<file path="src/rtl/sql_token_lexer_assert.svh">
// Assertion macros shared by the lexer modules.
`ifndef SQL_TOKEN_LEXER_ASSERT_SVH
`define SQL_TOKEN_LEXER_ASSERT_SVH

`ifndef SYNTH
`define SQLT_ASSERT_IMP(label, clk, rst_n, ante, cons) \
	label: assert property (@(posedge clk) disable iff (!rst_n) (ante) |-> (cons)) \
		else $error("sql_token_lexer assertion failed");
`define SQLT_ASSERT_NEXT(label, clk, rst_n, ante, cons) \
	label: assert property (@(posedge clk) disable iff (!rst_n) (ante) |=> (cons)) \
		else $error("sql_token_lexer assertion failed");
`else
`define SQLT_ASSERT_IMP(label, clk, rst_n, ante, cons)
`define SQLT_ASSERT_NEXT(label, clk, rst_n, ante, cons)
`endif

`endif

</file>
<file path="src/rtl/sqlt_pkg.sv">
package sqlt_pkg;

	localparam int KIND_W  = 5;
	localparam int START_W = 12;
	localparam int LEN_W   = 13;
	localparam int STAT_W  = 2;

	localparam logic [KIND_W-1:0] TK_EOF    = 5'd0;
	localparam logic [KIND_W-1:0] TK_IDENT  = 5'd1;
	localparam logic [KIND_W-1:0] TK_INT    = 5'd2;
	localparam logic [KIND_W-1:0] TK_STR    = 5'd3;
	localparam logic [KIND_W-1:0] TK_LPAREN = 5'd4;
	localparam logic [KIND_W-1:0] TK_RPAREN = 5'd5;
	localparam logic [KIND_W-1:0] TK_COMMA  = 5'd6;
	localparam logic [KIND_W-1:0] TK_STAR   = 5'd7;
	localparam logic [KIND_W-1:0] TK_SEMI   = 5'd8;
	localparam logic [KIND_W-1:0] TK_EQ     = 5'd9;
	localparam logic [KIND_W-1:0] TK_LT     = 5'd10;
	localparam logic [KIND_W-1:0] TK_GT     = 5'd11;
	localparam logic [KIND_W-1:0] TK_LE     = 5'd12;
	localparam logic [KIND_W-1:0] TK_GE     = 5'd13;
	localparam logic [KIND_W-1:0] TK_NE     = 5'd14;
	localparam logic [KIND_W-1:0] TK_KW0    = 5'd15;

	localparam logic [STAT_W-1:0] ST_OK     = 2'd0;
	localparam logic [STAT_W-1:0] ST_SYNTAX = 2'd1;
	localparam logic [STAT_W-1:0] ST_LONG   = 2'd2;

	localparam logic [START_W-1:0] START_MAX = 12'd4095;

	// Keyword text is left aligned and zero padded to six characters.
	localparam int KW_NUM    = 13;
	localparam int KW_MAXLEN = 6;
	localparam logic [8*KW_MAXLEN-1:0] KW_TEXT [KW_NUM] = '{
		"select", "insert", {"into", 16'h0}, "create", {"table", 8'h0},
		{"from", 16'h0}, {"where", 8'h0}, "values", {"null", 16'h0},
		{"not", 24'h0}, {"is", 32'h0}, {"and", 24'h0}, {"or", 32'h0}
	};
	localparam logic [2:0] KW_LEN [KW_NUM] = '{
		3'd6, 3'd6, 3'd4, 3'd6, 3'd5, 3'd4, 3'd5, 3'd6, 3'd4, 3'd3, 3'd2, 3'd3, 3'd2
	};

	localparam int QDEPTH = 4;
	localparam int QPTR_W = 2;
	localparam int QCNT_W = 3;

	typedef enum logic [3:0] {
		CC_SPACE, CC_ALPHA, CC_UNDER, CC_DIGIT, CC_QUOTE, CC_LPAREN, CC_RPAREN,
		CC_COMMA, CC_STAR, CC_SEMI, CC_EQ, CC_LT, CC_GT, CC_BANG, CC_OTHER
	} cclass_t;

	typedef struct packed {
		logic [KIND_W-1:0]  kind;
		logic [START_W-1:0] start;
		logic [LEN_W-1:0]   length;
		logic [STAT_W-1:0]  status;
	} result_t;

	// All results caused by one item; n counts the used slots, oldest in slot 0.
	typedef struct packed {
		logic [1:0]       n;
		result_t [2:0]    res;
	} bundle_t;

	function automatic cclass_t classify(input logic [7:0] c);
		cclass_t cc;
		unique case (c) inside
			[8'd9:8'd13], 8'd32: cc = CC_SPACE;
			["a":"z"], ["A":"Z"]: cc = CC_ALPHA;
			"_": cc = CC_UNDER;
			["0":"9"]: cc = CC_DIGIT;
			"'": cc = CC_QUOTE;
			"(": cc = CC_LPAREN;
			")": cc = CC_RPAREN;
			",": cc = CC_COMMA;
			"*": cc = CC_STAR;
			";": cc = CC_SEMI;
			"=": cc = CC_EQ;
			"<": cc = CC_LT;
			">": cc = CC_GT;
			"!": cc = CC_BANG;
			default: cc = CC_OTHER;
		endcase
		return cc;
	endfunction

	function automatic logic [7:0] to_lower(input logic [7:0] c);
		logic [7:0] r;
		r = c;
		if (c >= "A" && c <= "Z") begin
			r = c + 8'd32;
		end
		return r;
	endfunction

endpackage

</file>
<file path="src/rtl/sqlt_front.sv">
module sqlt_front #(
	parameter int MAX_STMT_LEN  = 4096,
	parameter int KEYWORD_CHARS = 6
) (
	input  logic             clk,
	input  logic             arst_n,
	input  logic             accept,
	input  logic [7:0]       char_byte,
	input  logic             char_valid,
	input  logic             is_last,
	output logic             push_o,
	output sqlt_pkg::bundle_t bundle_o
);

	localparam int PW  = $clog2(MAX_STMT_LEN + 1);
	localparam int CW  = $clog2(KEYWORD_CHARS + 2);
	localparam int WIW = $clog2(KEYWORD_CHARS);
	localparam int XW  = (PW > sqlt_pkg::START_W) ? PW : sqlt_pkg::START_W;
	localparam logic [PW-1:0] POS_LIMIT = PW'(MAX_STMT_LEN);
	localparam logic [CW-1:0] WC_FULL   = CW'(KEYWORD_CHARS);
	localparam logic [CW-1:0] WC_OVER   = CW'(KEYWORD_CHARS + 1);

	typedef enum logic [2:0] {
		M_IDLE, M_WORD, M_NUM, M_STR, M_LT, M_GT, M_BANG, M_ERR
	} mode_t;

	mode_t                          mode_q, mode_d;
	logic [PW-1:0]                  pos_q, pos_d;
	logic [PW-1:0]                  beg_q, beg_d;
	logic [CW-1:0]                  wcnt_q, wcnt_d;
	logic [KEYWORD_CHARS-1:0][7:0]  wchars_q, wchars_d;
	logic [PW-1:0]                  len_d;
	logic [1:0]                     n_d;
	sqlt_pkg::result_t [2:0]        res_d;
	sqlt_pkg::cclass_t              cls;
	logic                           used;

	function automatic sqlt_pkg::result_t mk_res(
		input logic [sqlt_pkg::KIND_W-1:0] kind,
		input logic [PW-1:0]               start,
		input logic [PW-1:0]               len,
		input logic [sqlt_pkg::STAT_W-1:0] status
	);
		sqlt_pkg::result_t r;
		r.kind   = kind;
		r.start  = (XW'(start) > XW'(sqlt_pkg::START_MAX)) ? sqlt_pkg::START_MAX
		                                                     : sqlt_pkg::START_W'(start);
		r.length = sqlt_pkg::LEN_W'(len);
		r.status = status;
		return r;
	endfunction

	// Matches only the characters that belong to the current word, so the
	// unwritten tail of the character store never matters.
	function automatic logic [sqlt_pkg::KIND_W-1:0] kw_kind(
		input logic [KEYWORD_CHARS-1:0][7:0] wch,
		input logic [CW-1:0]                 wc
	);
		logic [sqlt_pkg::KIND_W-1:0] k;
		logic                        hit;
		k = sqlt_pkg::TK_IDENT;
		for (int i = sqlt_pkg::KW_NUM - 1; i >= 0; i--) begin
			hit = (wc == CW'(sqlt_pkg::KW_LEN[i]));
			for (int j = 0; j < sqlt_pkg::KW_MAXLEN; j++) begin
				if (j < int'(sqlt_pkg::KW_LEN[i]) &&
				    wch[j] != sqlt_pkg::KW_TEXT[i][8*(sqlt_pkg::KW_MAXLEN-j)-1 -: 8]) begin
					hit = 1'b0;
				end
			end
			if (hit) begin
				k = sqlt_pkg::TK_KW0 + sqlt_pkg::KIND_W'(i);
			end
		end
		return k;
	endfunction

	always_comb begin
		mode_d   = mode_q;
		pos_d    = pos_q;
		beg_d    = beg_q;
		wcnt_d   = wcnt_q;
		wchars_d = wchars_q;
		n_d      = 2'd0;
		res_d    = '0;
		used     = 1'b0;
		len_d    = '0;
		cls      = sqlt_pkg::classify(char_byte);

		if (char_valid && mode_d != M_ERR) begin
			if (pos_d >= POS_LIMIT) begin
				res_d[n_d] = mk_res(sqlt_pkg::TK_EOF, pos_d, '0, sqlt_pkg::ST_LONG);
				n_d        = n_d + 2'd1;
				mode_d     = M_ERR;
			end else begin
				unique case (mode_d)
					M_WORD: begin
						if (cls == sqlt_pkg::CC_ALPHA || cls == sqlt_pkg::CC_DIGIT ||
						    cls == sqlt_pkg::CC_UNDER) begin
							if (wcnt_d < WC_FULL) begin
								wchars_d[wcnt_d[WIW-1:0]] = sqlt_pkg::to_lower(char_byte);
								wcnt_d = wcnt_d + 1'b1;
							end else begin
								wcnt_d = WC_OVER;
							end
							used = 1'b1;
						end else begin
							len_d      = pos_d - beg_d;
							res_d[n_d] = mk_res(kw_kind(wchars_d, wcnt_d), beg_d, len_d,
							                    sqlt_pkg::ST_OK);
							n_d        = n_d + 2'd1;
							mode_d     = M_IDLE;
						end
					end
					M_NUM: begin
						if (cls == sqlt_pkg::CC_DIGIT) begin
							used = 1'b1;
						end else begin
							len_d      = pos_d - beg_d;
							res_d[n_d] = mk_res(sqlt_pkg::TK_INT, beg_d, len_d, sqlt_pkg::ST_OK);
							n_d        = n_d + 2'd1;
							mode_d     = M_IDLE;
						end
					end
					M_STR: begin
						if (cls == sqlt_pkg::CC_QUOTE) begin
							len_d      = pos_d - beg_d + 1'b1;
							res_d[n_d] = mk_res(sqlt_pkg::TK_STR, beg_d, len_d, sqlt_pkg::ST_OK);
							n_d        = n_d + 2'd1;
							mode_d     = M_IDLE;
						end
						used = 1'b1;
					end
					M_LT, M_GT: begin
						if (cls == sqlt_pkg::CC_EQ) begin
							res_d[n_d] = mk_res((mode_d == M_LT) ? sqlt_pkg::TK_LE : sqlt_pkg::TK_GE,
							                    beg_d, PW'(2), sqlt_pkg::ST_OK);
							used       = 1'b1;
						end else begin
							res_d[n_d] = mk_res((mode_d == M_LT) ? sqlt_pkg::TK_LT : sqlt_pkg::TK_GT,
							                    beg_d, PW'(1), sqlt_pkg::ST_OK);
						end
						n_d    = n_d + 2'd1;
						mode_d = M_IDLE;
					end
					M_BANG: begin
						if (cls == sqlt_pkg::CC_EQ) begin
							res_d[n_d] = mk_res(sqlt_pkg::TK_NE, beg_d, PW'(2), sqlt_pkg::ST_OK);
							mode_d     = M_IDLE;
						end else begin
							res_d[n_d] = mk_res(sqlt_pkg::TK_EOF, pos_d, '0, sqlt_pkg::ST_SYNTAX);
							mode_d     = M_ERR;
						end
						n_d  = n_d + 2'd1;
						used = 1'b1;
					end
					default: begin
					end
				endcase

				// A non-space character not absorbed by the pending token starts a new one.
				if (!used && mode_d == M_IDLE) begin
					beg_d = pos_d;
					unique case (cls)
						sqlt_pkg::CC_SPACE: begin
						end
						sqlt_pkg::CC_ALPHA, sqlt_pkg::CC_UNDER: begin
							mode_d      = M_WORD;
							wchars_d[0] = sqlt_pkg::to_lower(char_byte);
							wcnt_d      = CW'(1);
						end
						sqlt_pkg::CC_DIGIT: mode_d = M_NUM;
						sqlt_pkg::CC_QUOTE: mode_d = M_STR;
						sqlt_pkg::CC_LT:    mode_d = M_LT;
						sqlt_pkg::CC_GT:    mode_d = M_GT;
						sqlt_pkg::CC_BANG:  mode_d = M_BANG;
						sqlt_pkg::CC_LPAREN, sqlt_pkg::CC_RPAREN, sqlt_pkg::CC_COMMA,
						sqlt_pkg::CC_STAR, sqlt_pkg::CC_SEMI, sqlt_pkg::CC_EQ: begin
							unique case (cls)
								sqlt_pkg::CC_LPAREN: res_d[n_d].kind = sqlt_pkg::TK_LPAREN;
								sqlt_pkg::CC_RPAREN: res_d[n_d].kind = sqlt_pkg::TK_RPAREN;
								sqlt_pkg::CC_COMMA:  res_d[n_d].kind = sqlt_pkg::TK_COMMA;
								sqlt_pkg::CC_STAR:   res_d[n_d].kind = sqlt_pkg::TK_STAR;
								sqlt_pkg::CC_SEMI:   res_d[n_d].kind = sqlt_pkg::TK_SEMI;
								default:             res_d[n_d].kind = sqlt_pkg::TK_EQ;
							endcase
							res_d[n_d] = mk_res(res_d[n_d].kind, pos_d, PW'(1), sqlt_pkg::ST_OK);
							n_d        = n_d + 2'd1;
						end
						default: begin
							res_d[n_d] = mk_res(sqlt_pkg::TK_EOF, pos_d, '0, sqlt_pkg::ST_SYNTAX);
							n_d        = n_d + 2'd1;
							mode_d     = M_ERR;
						end
					endcase
				end
				pos_d = pos_d + 1'b1;
			end
		end

		if (is_last) begin
			if (mode_d == M_STR || mode_d == M_BANG) begin
				res_d[n_d] = mk_res(sqlt_pkg::TK_EOF, beg_d, '0, sqlt_pkg::ST_SYNTAX);
				n_d        = n_d + 2'd1;
			end else if (mode_d != M_ERR) begin
				len_d = pos_d - beg_d;
				unique case (mode_d)
					M_WORD: begin
						res_d[n_d] = mk_res(kw_kind(wchars_d, wcnt_d), beg_d, len_d,
						                    sqlt_pkg::ST_OK);
						n_d        = n_d + 2'd1;
					end
					M_NUM: begin
						res_d[n_d] = mk_res(sqlt_pkg::TK_INT, beg_d, len_d, sqlt_pkg::ST_OK);
						n_d        = n_d + 2'd1;
					end
					M_LT: begin
						res_d[n_d] = mk_res(sqlt_pkg::TK_LT, beg_d, PW'(1), sqlt_pkg::ST_OK);
						n_d        = n_d + 2'd1;
					end
					M_GT: begin
						res_d[n_d] = mk_res(sqlt_pkg::TK_GT, beg_d, PW'(1), sqlt_pkg::ST_OK);
						n_d        = n_d + 2'd1;
					end
					default: begin
					end
				endcase
				res_d[n_d] = mk_res(sqlt_pkg::TK_EOF, pos_d, '0, sqlt_pkg::ST_OK);
				n_d        = n_d + 2'd1;
			end
			mode_d = M_IDLE;
			pos_d  = '0;
			beg_d  = '0;
			wcnt_d = '0;
		end
	end

	always_ff @(posedge clk or negedge arst_n) begin
		if (!arst_n) begin
			mode_q <= M_IDLE;
			pos_q  <= '0;
			beg_q  <= '0;
			wcnt_q <= '0;
		end else if (accept) begin
			mode_q <= mode_d;
			pos_q  <= pos_d;
			beg_q  <= beg_d;
			wcnt_q <= wcnt_d;
		end
	end

	always_ff @(posedge clk) begin
		if (accept) begin
			wchars_q <= wchars_d;
		end
	end

	assign push_o       = accept && (n_d != 2'd0);
	assign bundle_o.n   = n_d;
	assign bundle_o.res = res_d;

`include "sql_token_lexer_assert.svh"

	`SQLT_ASSERT_IMP(a_pos_range, clk, arst_n, 1'b1, pos_q <= POS_LIMIT)
	`SQLT_ASSERT_IMP(a_err_silent, clk, arst_n, accept && mode_q == M_ERR && !is_last, !push_o)

endmodule

</file>
<file path="src/rtl/sqlt_fifo.sv">
module sqlt_fifo (
	input  logic              clk,
	input  logic              arst_n,
	input  logic              push,
	input  sqlt_pkg::bundle_t wr_data,
	output logic              full,
	input  logic              pop,
	output sqlt_pkg::bundle_t rd_data,
	output logic              empty
);

	sqlt_pkg::bundle_t                 mem_q [sqlt_pkg::QDEPTH];
	logic [sqlt_pkg::QPTR_W-1:0]       wr_ptr_q, rd_ptr_q;
	logic [sqlt_pkg::QCNT_W-1:0]       count_q;
	logic                              do_push, do_pop;

	assign full    = (count_q == sqlt_pkg::QCNT_W'(sqlt_pkg::QDEPTH));
	assign empty   = (count_q == '0);
	assign do_push = push && !full;
	assign do_pop  = pop && !empty;
	assign rd_data = mem_q[rd_ptr_q];

	always_ff @(posedge clk or negedge arst_n) begin
		if (!arst_n) begin
			wr_ptr_q <= '0;
			rd_ptr_q <= '0;
			count_q  <= '0;
		end else begin
			if (do_push) begin
				wr_ptr_q <= wr_ptr_q + 1'b1;
			end
			if (do_pop) begin
				rd_ptr_q <= rd_ptr_q + 1'b1;
			end
			if (do_push && !do_pop) begin
				count_q <= count_q + 1'b1;
			end else if (do_pop && !do_push) begin
				count_q <= count_q - 1'b1;
			end
		end
	end

	always_ff @(posedge clk) begin
		if (do_push) begin
			mem_q[wr_ptr_q] <= wr_data;
		end
	end

`include "sql_token_lexer_assert.svh"

	`SQLT_ASSERT_NEXT(a_cnt_up, clk, arst_n, do_push && !do_pop, count_q == $past(count_q) + 1'b1)

endmodule

</file>
<file path="src/rtl/sqlt_back.sv">
module sqlt_back (
	input  logic              clk,
	input  logic              arst_n,
	input  sqlt_pkg::bundle_t head,
	input  logic              q_empty,
	output logic              q_pop,
	input  logic              pop,
	output logic              empty,
	output sqlt_pkg::result_t res_o,
	output logic              last_o
);

	logic [1:0] idx_q;
	logic       take;

	assign empty  = q_empty;
	assign take   = pop && !q_empty;
	assign res_o  = head.res[idx_q];
	assign last_o = (idx_q == head.n - 2'd1);
	// The item's slot in the queue is freed once its final result is taken.
	assign q_pop  = take && last_o;

	always_ff @(posedge clk or negedge arst_n) begin
		if (!arst_n) begin
			idx_q <= '0;
		end else if (take) begin
			idx_q <= last_o ? 2'd0 : idx_q + 2'd1;
		end
	end

`include "sql_token_lexer_assert.svh"

	`SQLT_ASSERT_IMP(a_head_nonempty, clk, arst_n, !q_empty, head.n != 2'd0)
	`SQLT_ASSERT_IMP(a_idx_inside, clk, arst_n, !q_empty, idx_q < head.n)

endmodule

</file>
<file path="src/rtl/sql_token_lexer.sv">
// Character-serial SQL lexer. One character item is accepted per clock while full is low;
// the lexer state is updated in that cycle and the tokens it completes (up to three:
// a pending token, a one-character token or error, and the end token) are written
// as one entry into a four-entry queue. The result side drains that queue one token
// per clock while pop is high; an item's results reach the ports once its queue entry
// is written and the entries ahead of it are drained, its tokens popped one at a time.
// Sustained input rate is one item per clock as long as pop stays high and items average
// at most one token each; full rises only when four items' tokens are waiting.
module sql_token_lexer #(
	parameter int MAX_STMT_LEN  = 4096,
	parameter int KEYWORD_CHARS = 6
) (
	input  logic        clk,
	input  logic        arst_n,
	input  logic        push,
	output logic        full,
	input  logic [7:0]  char_byte,
	input  logic        char_valid,
	input  logic        is_last,
	output logic        empty,
	input  logic        pop,
	output logic [4:0]  token_kind,
	output logic [11:0] token_start,
	output logic [12:0] token_length,
	output logic [1:0]  status,
	output logic        last_of_item
);

	logic              accept;
	logic              f_push;
	sqlt_pkg::bundle_t f_bundle;
	sqlt_pkg::bundle_t q_head;
	logic              q_empty;
	logic              q_pop;
	sqlt_pkg::result_t res;

	assign accept = push && !full;

	sqlt_front #(
		.MAX_STMT_LEN  (MAX_STMT_LEN),
		.KEYWORD_CHARS (KEYWORD_CHARS)
	) u_front (
		.clk        (clk),
		.arst_n     (arst_n),
		.accept     (accept),
		.char_byte  (char_byte),
		.char_valid (char_valid),
		.is_last    (is_last),
		.push_o     (f_push),
		.bundle_o   (f_bundle)
	);

	sqlt_fifo u_fifo (
		.clk     (clk),
		.arst_n  (arst_n),
		.push    (f_push),
		.wr_data (f_bundle),
		.full    (full),
		.pop     (q_pop),
		.rd_data (q_head),
		.empty   (q_empty)
	);

	sqlt_back u_back (
		.clk     (clk),
		.arst_n  (arst_n),
		.head    (q_head),
		.q_empty (q_empty),
		.q_pop   (q_pop),
		.pop     (pop),
		.empty   (empty),
		.res_o   (res),
		.last_o  (last_of_item)
	);

	assign token_kind   = res.kind;
	assign token_start  = res.start;
	assign token_length = res.length;
	assign status       = res.status;

endmodule
</file>
<file path="config.mk">
export PLATFORM = sky130hd
export DESIGN_NAME = sql_token_lexer
export DESIGN_NICKNAME = d
export VERILOG_FILES = /design/src/rtl/sqlt_pkg.sv /design/src/rtl/sqlt_front.sv /design/src/rtl/sqlt_fifo.sv /design/src/rtl/sqlt_back.sv /design/src/rtl/sql_token_lexer.sv
export VERILOG_INCLUDE_DIRS = /design/src /design/src/rtl
export SDC_FILE = /design/constraint.sdc
export NUM_CORES = 1
export LEC_CHECK = 0
export BUFFER_PORTS_ARGS = -buffer_cell sky130_fd_sc_hd__buf_4
export CAP_MARGIN = 10
export CORE_MARGIN = 2
export CORE_UTILIZATION = 32
export CTS_CLUSTER_SIZE = 16
export DETAILED_ROUTE_END_ITERATION = 10
export HOLD_SLACK_MARGIN = 0.02
export SYNTH_ARGS = -nofsm -noshare
export SYNTH_HDL_FRONTEND = slang
export SYNTH_SLANG_ARGS = --single-unit
</file>
<file path="constraint.sdc">
create_clock -name clk -period 8.84 [get_ports clk]
set_input_delay 1.768 -clock clk [delete_from_list [all_inputs] [get_ports clk]]
set_output_delay 1.768 -clock clk [all_outputs]
set_load 0.01 [all_outputs]
</file>
==> flow_summary.json, run 1 <==
{
  "end_kind": "flop",
  "numCtsBuffers": 50,
  "firstDrtPassIters": 6,
  "insertion_delay_ps": 620,
  "grt_setup_unrepaired": "no",
  "io_buffers": 48,
  "hold_viol": 0,
  "seq_area_frac_synth": 0.5328,
  "synth_area_leaders": "edfxtp_1 49%, mux4_2 8.2%, dfrtp_1 3.9%",
  "grt_first_pass_wirelength_mm": 122.1,
  "layout_commonest_cell": "edfxtp_1",
  "setup_viol": 0,
  "die_area_sq_um": 84410,
  "ys_ff_latch": 473,
  "area_growth_pct": 12.01,
  "tritoncts": "done",
  "clock_sinks": 473,
  "post-place-ws_ps": 667.1,
  "synth-edff-count": 432,
  "ir_worst_vdd_v": 0.0001572,
  "slew_viol_final": 0,
  "postCtsSetupBuffers": 0,
  "outcome": "finished, final reports clean",
  "syn_inst": 2220,
  "p_per_area_nw_per_um2": 299.4,
  "ys_warn_count": 0,
  "setup_ws_ps": 1215,
  "crit_buf_inv": 3,
  "dieHeight_um": 290.5,
  "start_util": 0.3215,
  "grt_use_total": 0.1870,
  "dp.cells": 3257,
  "final_cells": 3345,
  "drt-total-wl_mm": 80.33,
  "yosysTopAreaCellShare": 0.4937,
  "clockBufferDepth": 3,
  "leakage_nw": 10.14,
  "synthesis.nets": 2283,
  "ys.flop_type": "edfxtp_1",
  "finClkSkew_ps": 45.64,
  "worstSetupPathType": "primary input to flop",
  "async_reset_ff_frac": 0.08668,
  "crit_fanout": 34,
  "tightest_slew_ps": 1135,
  "htree_levels": 2,
  "cap_violations": 0,
  "hold_buffers": 0,
  "routed_via_density": 5.772,
  "cp_slowest_cell": "nor2b_1",
  "cts_root_buf": "clkbuf_16",
  "routedWlPerCell_um": 24.02,
  "cp_top_family": "simple AND/OR/NAND/NOR gates",
  "holdWs_ps": 502.7,
  "slowest_delay_ps": 590,
  "max-slew-margin-rel": 0.2436,
  "antenna_found_initial": 1,
  "fin_total_pwr_mw": 8.811,
  "diodes": 0,
  "start_kind": "primary input",
  "min_period_over_period": 0.8626,
  "dpl.hpwl_mm": 57.55,
  "grt_max_degree": 68,
  "ctsResizeCount": 0,
  "tns_ps": 0,
  "drt_iter0_drc": 2331,
  "fin_crit_ps": 7625,
  "synth_area_sq_um": 26270,
  "avgSynthCellArea_sq_um": 11.84,
  "clock.fmax_mhz": 131.1,
  "fp.dieW_um": 290.5,
  "coreArea_sq_um": 81720,
  "cp_data_arrival_time_ps": 7900,
  "drc": 0,
  "pin_count": 49,
  "crit_chain": "buf_4 > nor2b_1 > a32oi_1 > or3_1 > nand4_1 > buf_4 > o31a_1 > nand3_1 > ha_1 > mux2_2 > o21ai_1 > ha_1 > a21oi_1 > ha_1 > nor3_1 > a311oi_2 > a31oi_4 > and2_4 > buf_4",
  "drive_above_1_share": 0.1569,
  "grt_overflow_total": 0,
  "required_ps": 9110,
  "yosysUniqueCellTypes": 116,
  "hold_path_class": "flop to flop",
  "ant_nets": 0,
  "final_cell_mix": "432 x edfxtp_1, 200 x nor2_1, 184 x nand2_1",
  "layout.nets": 2302,
  "rows": 105,
  "nFillCells": 7960,
  "grt_pass1_vias": 18930,
  "routabilityCongestion": 0.9871,
  "clk_pin_slew_ps": 60,
  "yosys.area.top_type": "edfxtp_1",
  "vias": 19309
}
## area by class of cell
cell class,instances,area (sq um),share of cell area
inverters,111,416.7,0.01416
clock inverters,29,287.8,0.009778
repair buffers,90,750.7,0.02551
clock buffers,59,1285,0.04366
flip-flops and latches,473,14010,0.4760
multi-input cells,1513,11340,0.3854
well taps,1070,1339,0.04549
## synthesized netlist by cell type, types with 41 or more instances
master / instances
inv_1: 110
mux2i_1: 72
clkbuf_1: 85
o21ai_0: 112
ha_1: 46
mux4_2: 96
nor2_1: 200
edfxtp_1: 432
dfrtp_1: 41
nand2_1: 184
o22ai_1: 58
nor3_1: 66
nand3_1: 61
a21oi_1: 66
## cells by family (layout without fill, tap and decap cells)
logic type	after synthesis	count (layout)	share of synthesized area
AND/OR/NAND/NOR	745	745	0.1411
AO/OA/AOI/OAI	477	477	0.1290
adder cells (fa/ha/maj)	50	50	0.02457
XOR/XNOR	54	54	0.01857
flip-flops	473	473	0.5328
multiplexers	187	187	0.1181
buffers and inverters	234	289	0.03586
## registers in the layout (all words and copies together) (netlist names)
| signal | cells |
|---|---|
| u_front.wcnt_q | 3 |
| u_fifo.rd_ptr_q | 2 |
| u_fifo.count_q | 3 |
| u_back.idx_q | 2 |
| u_fifo.wr_ptr_q | 2 |
| u_fifo.mem_q | 384 |
| u_front.mode_q | 3 |
| u_front.beg_q | 13 |
| u_front.wchars_q | 48 |
| u_front.pos_q | 13 |
## stage by stage
stage,util,instance area (sq um)
final,0.3601,29430
after global routing,0.3601,29430
after CTS,0.3601,29430
after detailed placement,0.3409,27860
after global placement,0.3408,27850
after floorplan,-,26270
## routing by layer
layer / up-vias / wire length [um] / global-route usage
li1: 8588 / - / -
met1: 9730 / 34630 / 0.2577
met2: 837 / 37870 / 0.3042
met3: 152 / 5545 / 0.03028
met4: 2 / 2274 / 0.05485
met5: - / 13 / 0
## path summary, 6_finish.rpt
| check | startpoint | depth (start not counted) | endpoint | slack, ps |
|---|---|---|---|---|
| worst min-delay path | u_fifo.count_q[2] | 1 | u_fifo.count_q[2] | 500 |
| worst min register to register | u_fifo.count_q[2] | 1 | u_fifo.count_q[2] | 500 |
| max in group asynchronous | arst_n | 1 | u_fifo.rd_ptr_q[0] | 7190 |
| min in group asynchronous | arst_n | 1 | u_fifo.rd_ptr_q[1] | 1180 |
| worst max register to register | u_front.mode_q[2] | 21 | u_fifo.mem_q[1][10] | 2890 |
| worst max-delay path | char_byte[1] | 19 | u_fifo.mem_q[0][38] | 1210 |
## where the power goes
part,switching (mW),leakage (nW),total (mW),internal [mW]
logic,2.16,4.78,3.53,1.36
clock network,0.884,0.760,2.04,1.16
registers,0.268,4.59,3.24,2.97
total,3.31,10.1,8.81,5.50
(Power assumes the default switching activity.)
==> inputs of run 2 (changes only) <==
--- a/config.mk
+++ b/config.mk
@@ -12,7 +12,9 @@
 export CORE_UTILIZATION = 32
 export CTS_CLUSTER_SIZE = 16
 export DETAILED_ROUTE_END_ITERATION = 10
+export GPL_TIMING_DRIVEN = 0
 export HOLD_SLACK_MARGIN = 0.02
+export SKIP_LAST_GASP = 1
 export SYNTH_ARGS = -nofsm -noshare
 export SYNTH_HDL_FRONTEND = slang
 export SYNTH_SLANG_ARGS = --single-unit
==> flow_summary.json, run 2 (same netlist as run 1, synthesis figures left out) <==
{
  "outcome": "finished, final reports clean",
  "htree_levels": 2,
  "worstSetupPathType": "primary input to flop",
  "pin_count": 49,
  "layout.nets": 2397,
  "crit_buf_inv": 4,
  "largest_register": "u_fifo.mem_q",
  "final_cell_mix": "432 x edfxtp_1, 200 x nor2_1, 184 x nand2_1",
  "hold_path_class": "flop to flop",
  "tightest_slew_ps": 1228,
  "max-slew-margin-rel": 0.1739,
  "clock.fmax_mhz": 119.4,
  "nFillCells": 7983,
  "largestRegisters": "u_fifo.mem_q x384, u_front.wchars_q x48",
  "end_kind": "flop",
  "dpl.hpwl_mm": 65.82,
  "p_per_area_nw_per_um2": 304.7,
  "grt_pass1_vias": 19595,
  "power_frac_clock": 0.232,
  "drive_above_1_share": 0.1483,
  "grt_first_pass_wirelength_mm": 130.5,
  "ir_worst_vdd_v": 0.0001785,
  "drt_iter0_drc": 1869,
  "clock_sinks": 473,
  "min_period_over_period": 0.9473,
  "cap_violations": 0,
  "hold_buffers": 0,
  "multi_input_area_sq_um": 11360,
  "ant_nets": 0,
  "place_area_sq_um": 28260,
  "start_util": 0.3215,
  "largest_reg_flops": 384,
  "firstDrtPassIters": 6,
  "layout_commonest_cell": "edfxtp_1",
  "leakage_nw": 10.31,
  "crit_chain": "buf_4 > buf_2 > nor2_1 > nand3_1 > o22ai_2 > and4_4 > buf_6 > a21boi_4 > nor3_4 > buf_1 > mux2i_1 > ha_1 > nor2b_1 > o21ai_0 > a21boi_0 > o21ai_0 > a21boi_0 > o21a_1 > o21a_1 > o21ai_0 > a21oi_1 > xnor2_1 > nor3_1 > a22o_1",
  "diodes": 0,
  "cp_top_family": "compound AO/OA/AOI/OAI gates",
  "crit_fanout": 10,
  "combPwrFrac": 0.426,
  "grt_overflow_total": 0,
  "power_frac_seq": 0.341,
  "finClkSkew_ps": 41.77,
  "clk_pin_slew_ps": 60,
  "rows": 105,
  "setup_viol": 0,
  "drc": 0,
  "numCtsBuffers": 51,
  "insertion_delay_ps": 620,
  "slowest_delay_ps": 710,
  "routedWlPerCell_um": 25.55,
  "dieHeight_um": 290.5,
  "fp.dieW_um": 290.5,
  "switching_share": 0.3861,
  "register_area_sq_um": 14000,
  "cts_root_buf": "clkbuf_16",
  "fin_area_sq_um": 29930,
  "cp_data_arrival_time_ps": 8670,
  "clockBufferDepth": 3,
  "p_sw_mw": 3.521,
  "die_area_sq_um": 84410,
  "io_buffers": 48,
  "holdWs_ps": 487.9,
  "drt-total-wl_mm": 87.98,
  "vias": 19670,
  "coreArea_sq_um": 81720,
  "cp_slowest_cell": "mux2i_1",
  "required_ps": 9140,
  "routabilityCongestion": 0.9531,
  "area_growth_pct": 13.91,
  "grt_setup_unrepaired": "no",
  "hold_viol": 0,
  "antenna_found_initial": 0,
  "fin_crit_ps": 8374,
  "power.internal_mw": 5.598,
  "grt_max_degree": 54,
  "start_kind": "primary input",
  "tritoncts": "done",
  "slew_viol_final": 0,
  "grt_use_total": 0.2043,
  "routed_via_density": 5.713,
  "cp_common_cell": "o21ai_0"
}
==> run 2: changes by cell type in the layout (fill, tap and decap cells not counted), moves of 8 or more <==
| cell | before | now |
|---|---|---|
| clkbuf_1 | 9 | 91 |
| buf_4 | 84 | 52 |
| buf_16 | 0 | 8 |
| buf_2 | 0 | 17 |
| buf_1 | 0 | 16 |
==> run 2: worst reg2reg max path, stage by stage, from the launching register on <==
cell and delay, ps:
dfrtp_1 350, clkbuf_1 210, nand3_1 190, nand2_1 220, or2_1 270, clkbuf_1 210
clkbuf_1 400, nor3_4 580, buf_1 640, mux2i_1 720, ha_1 400, nor2b_1 140
o21ai_0 200, a21boi_0 130, o21ai_0 210, a21boi_0 120, o21a_1 190, o21a_1 200
o21ai_0 150, a21oi_1 100, xnor2_1 680, nor3_1 140, a22o_1 310
==> run 2: stage by stage <==
step | worst slack (ps) | setup TNS, ps | util | total power, mW | std cells
global route | 163.2 | 0 | 0.3663 | 9.563 | 3443
CTS | 368.3 | 0 | 0.3661 | 9.174 | 3443
global placement | -3030 | -1157410 | 0.3423 | 6.968 | 3338
floorplan | 171.2 | 0 | - | 5.567 | 2220
finish | 465.5 | 0 | 0.3663 | 9.119 | 3443
detailed placement | -244.8 | -2761 | 0.3458 | 7.043 | 3351
==> run 2: layout make-up <==
cell class	count	share of cell area
Clock buffer	64	0.04632
Timing Repair Buffer	61	0.02128
Buffer	123	0.01760
Inverter	111	0.01392
Tap cell	1070	0.04473
Clock inverter	28	0.008946
Multi-Input combinational cell	1513	0.3795
Sequential cell	473	0.4677
==> run 2: path summary, 6_finish.rpt <==
kind | start | endpoint | slack [ps] | depth (start not counted)
min in group asynchronous | arst_n | u_fifo.count_q[1] | 1180 | 1
hold reg to reg | u_fifo.count_q[2] | u_fifo.count_q[2] | 490 | 1
setup reg to reg | u_front.mode_q[0] | u_fifo.mem_q[1][14] | 1760 | 22
setup / recovery | char_byte[1] | u_fifo.mem_q[1][14] | 470 | 24
max in group asynchronous | arst_n | u_front.pos_q[5] | 7190 | 1
hold / removal | u_fifo.count_q[2] | u_fifo.count_q[2] | 490 | 1
==> run 2: power groups by stage <==
stage,clock [mW],combinational (mW),sequential [mW]
2_1_floorplan,0,2.43,3.14
3_3_place_gp,0,3.76,3.21
3_5_place_dp,0,3.88,3.16
4_1_cts,2.16,3.90,3.11
5_1_grt,2.26,4.16,3.15
6_report,2.12,3.89,3.11
==> run 2: what timing repair did <==
action	in CTS	in global routing
setup endpoints to repair	0	8
hold endpoints to repair	0	0
buffers inserted	0	0
resized for setup	0	3
==> run 2: per-layer routing <==
| metal | vias up | global-route usage | share of wire |
|---|---|---|---|
| met5 | - | 0 | 0 |
| li1 | 8779 | - | - |
| met3 | 122 | 0.02967 | 0.056 |
| met4 | 0 | 0.05712 | 0.027 |
| met1 | 10120 | 0.2676 | 0.42 |
| met2 | 649 | 0.3525 | 0.49 |
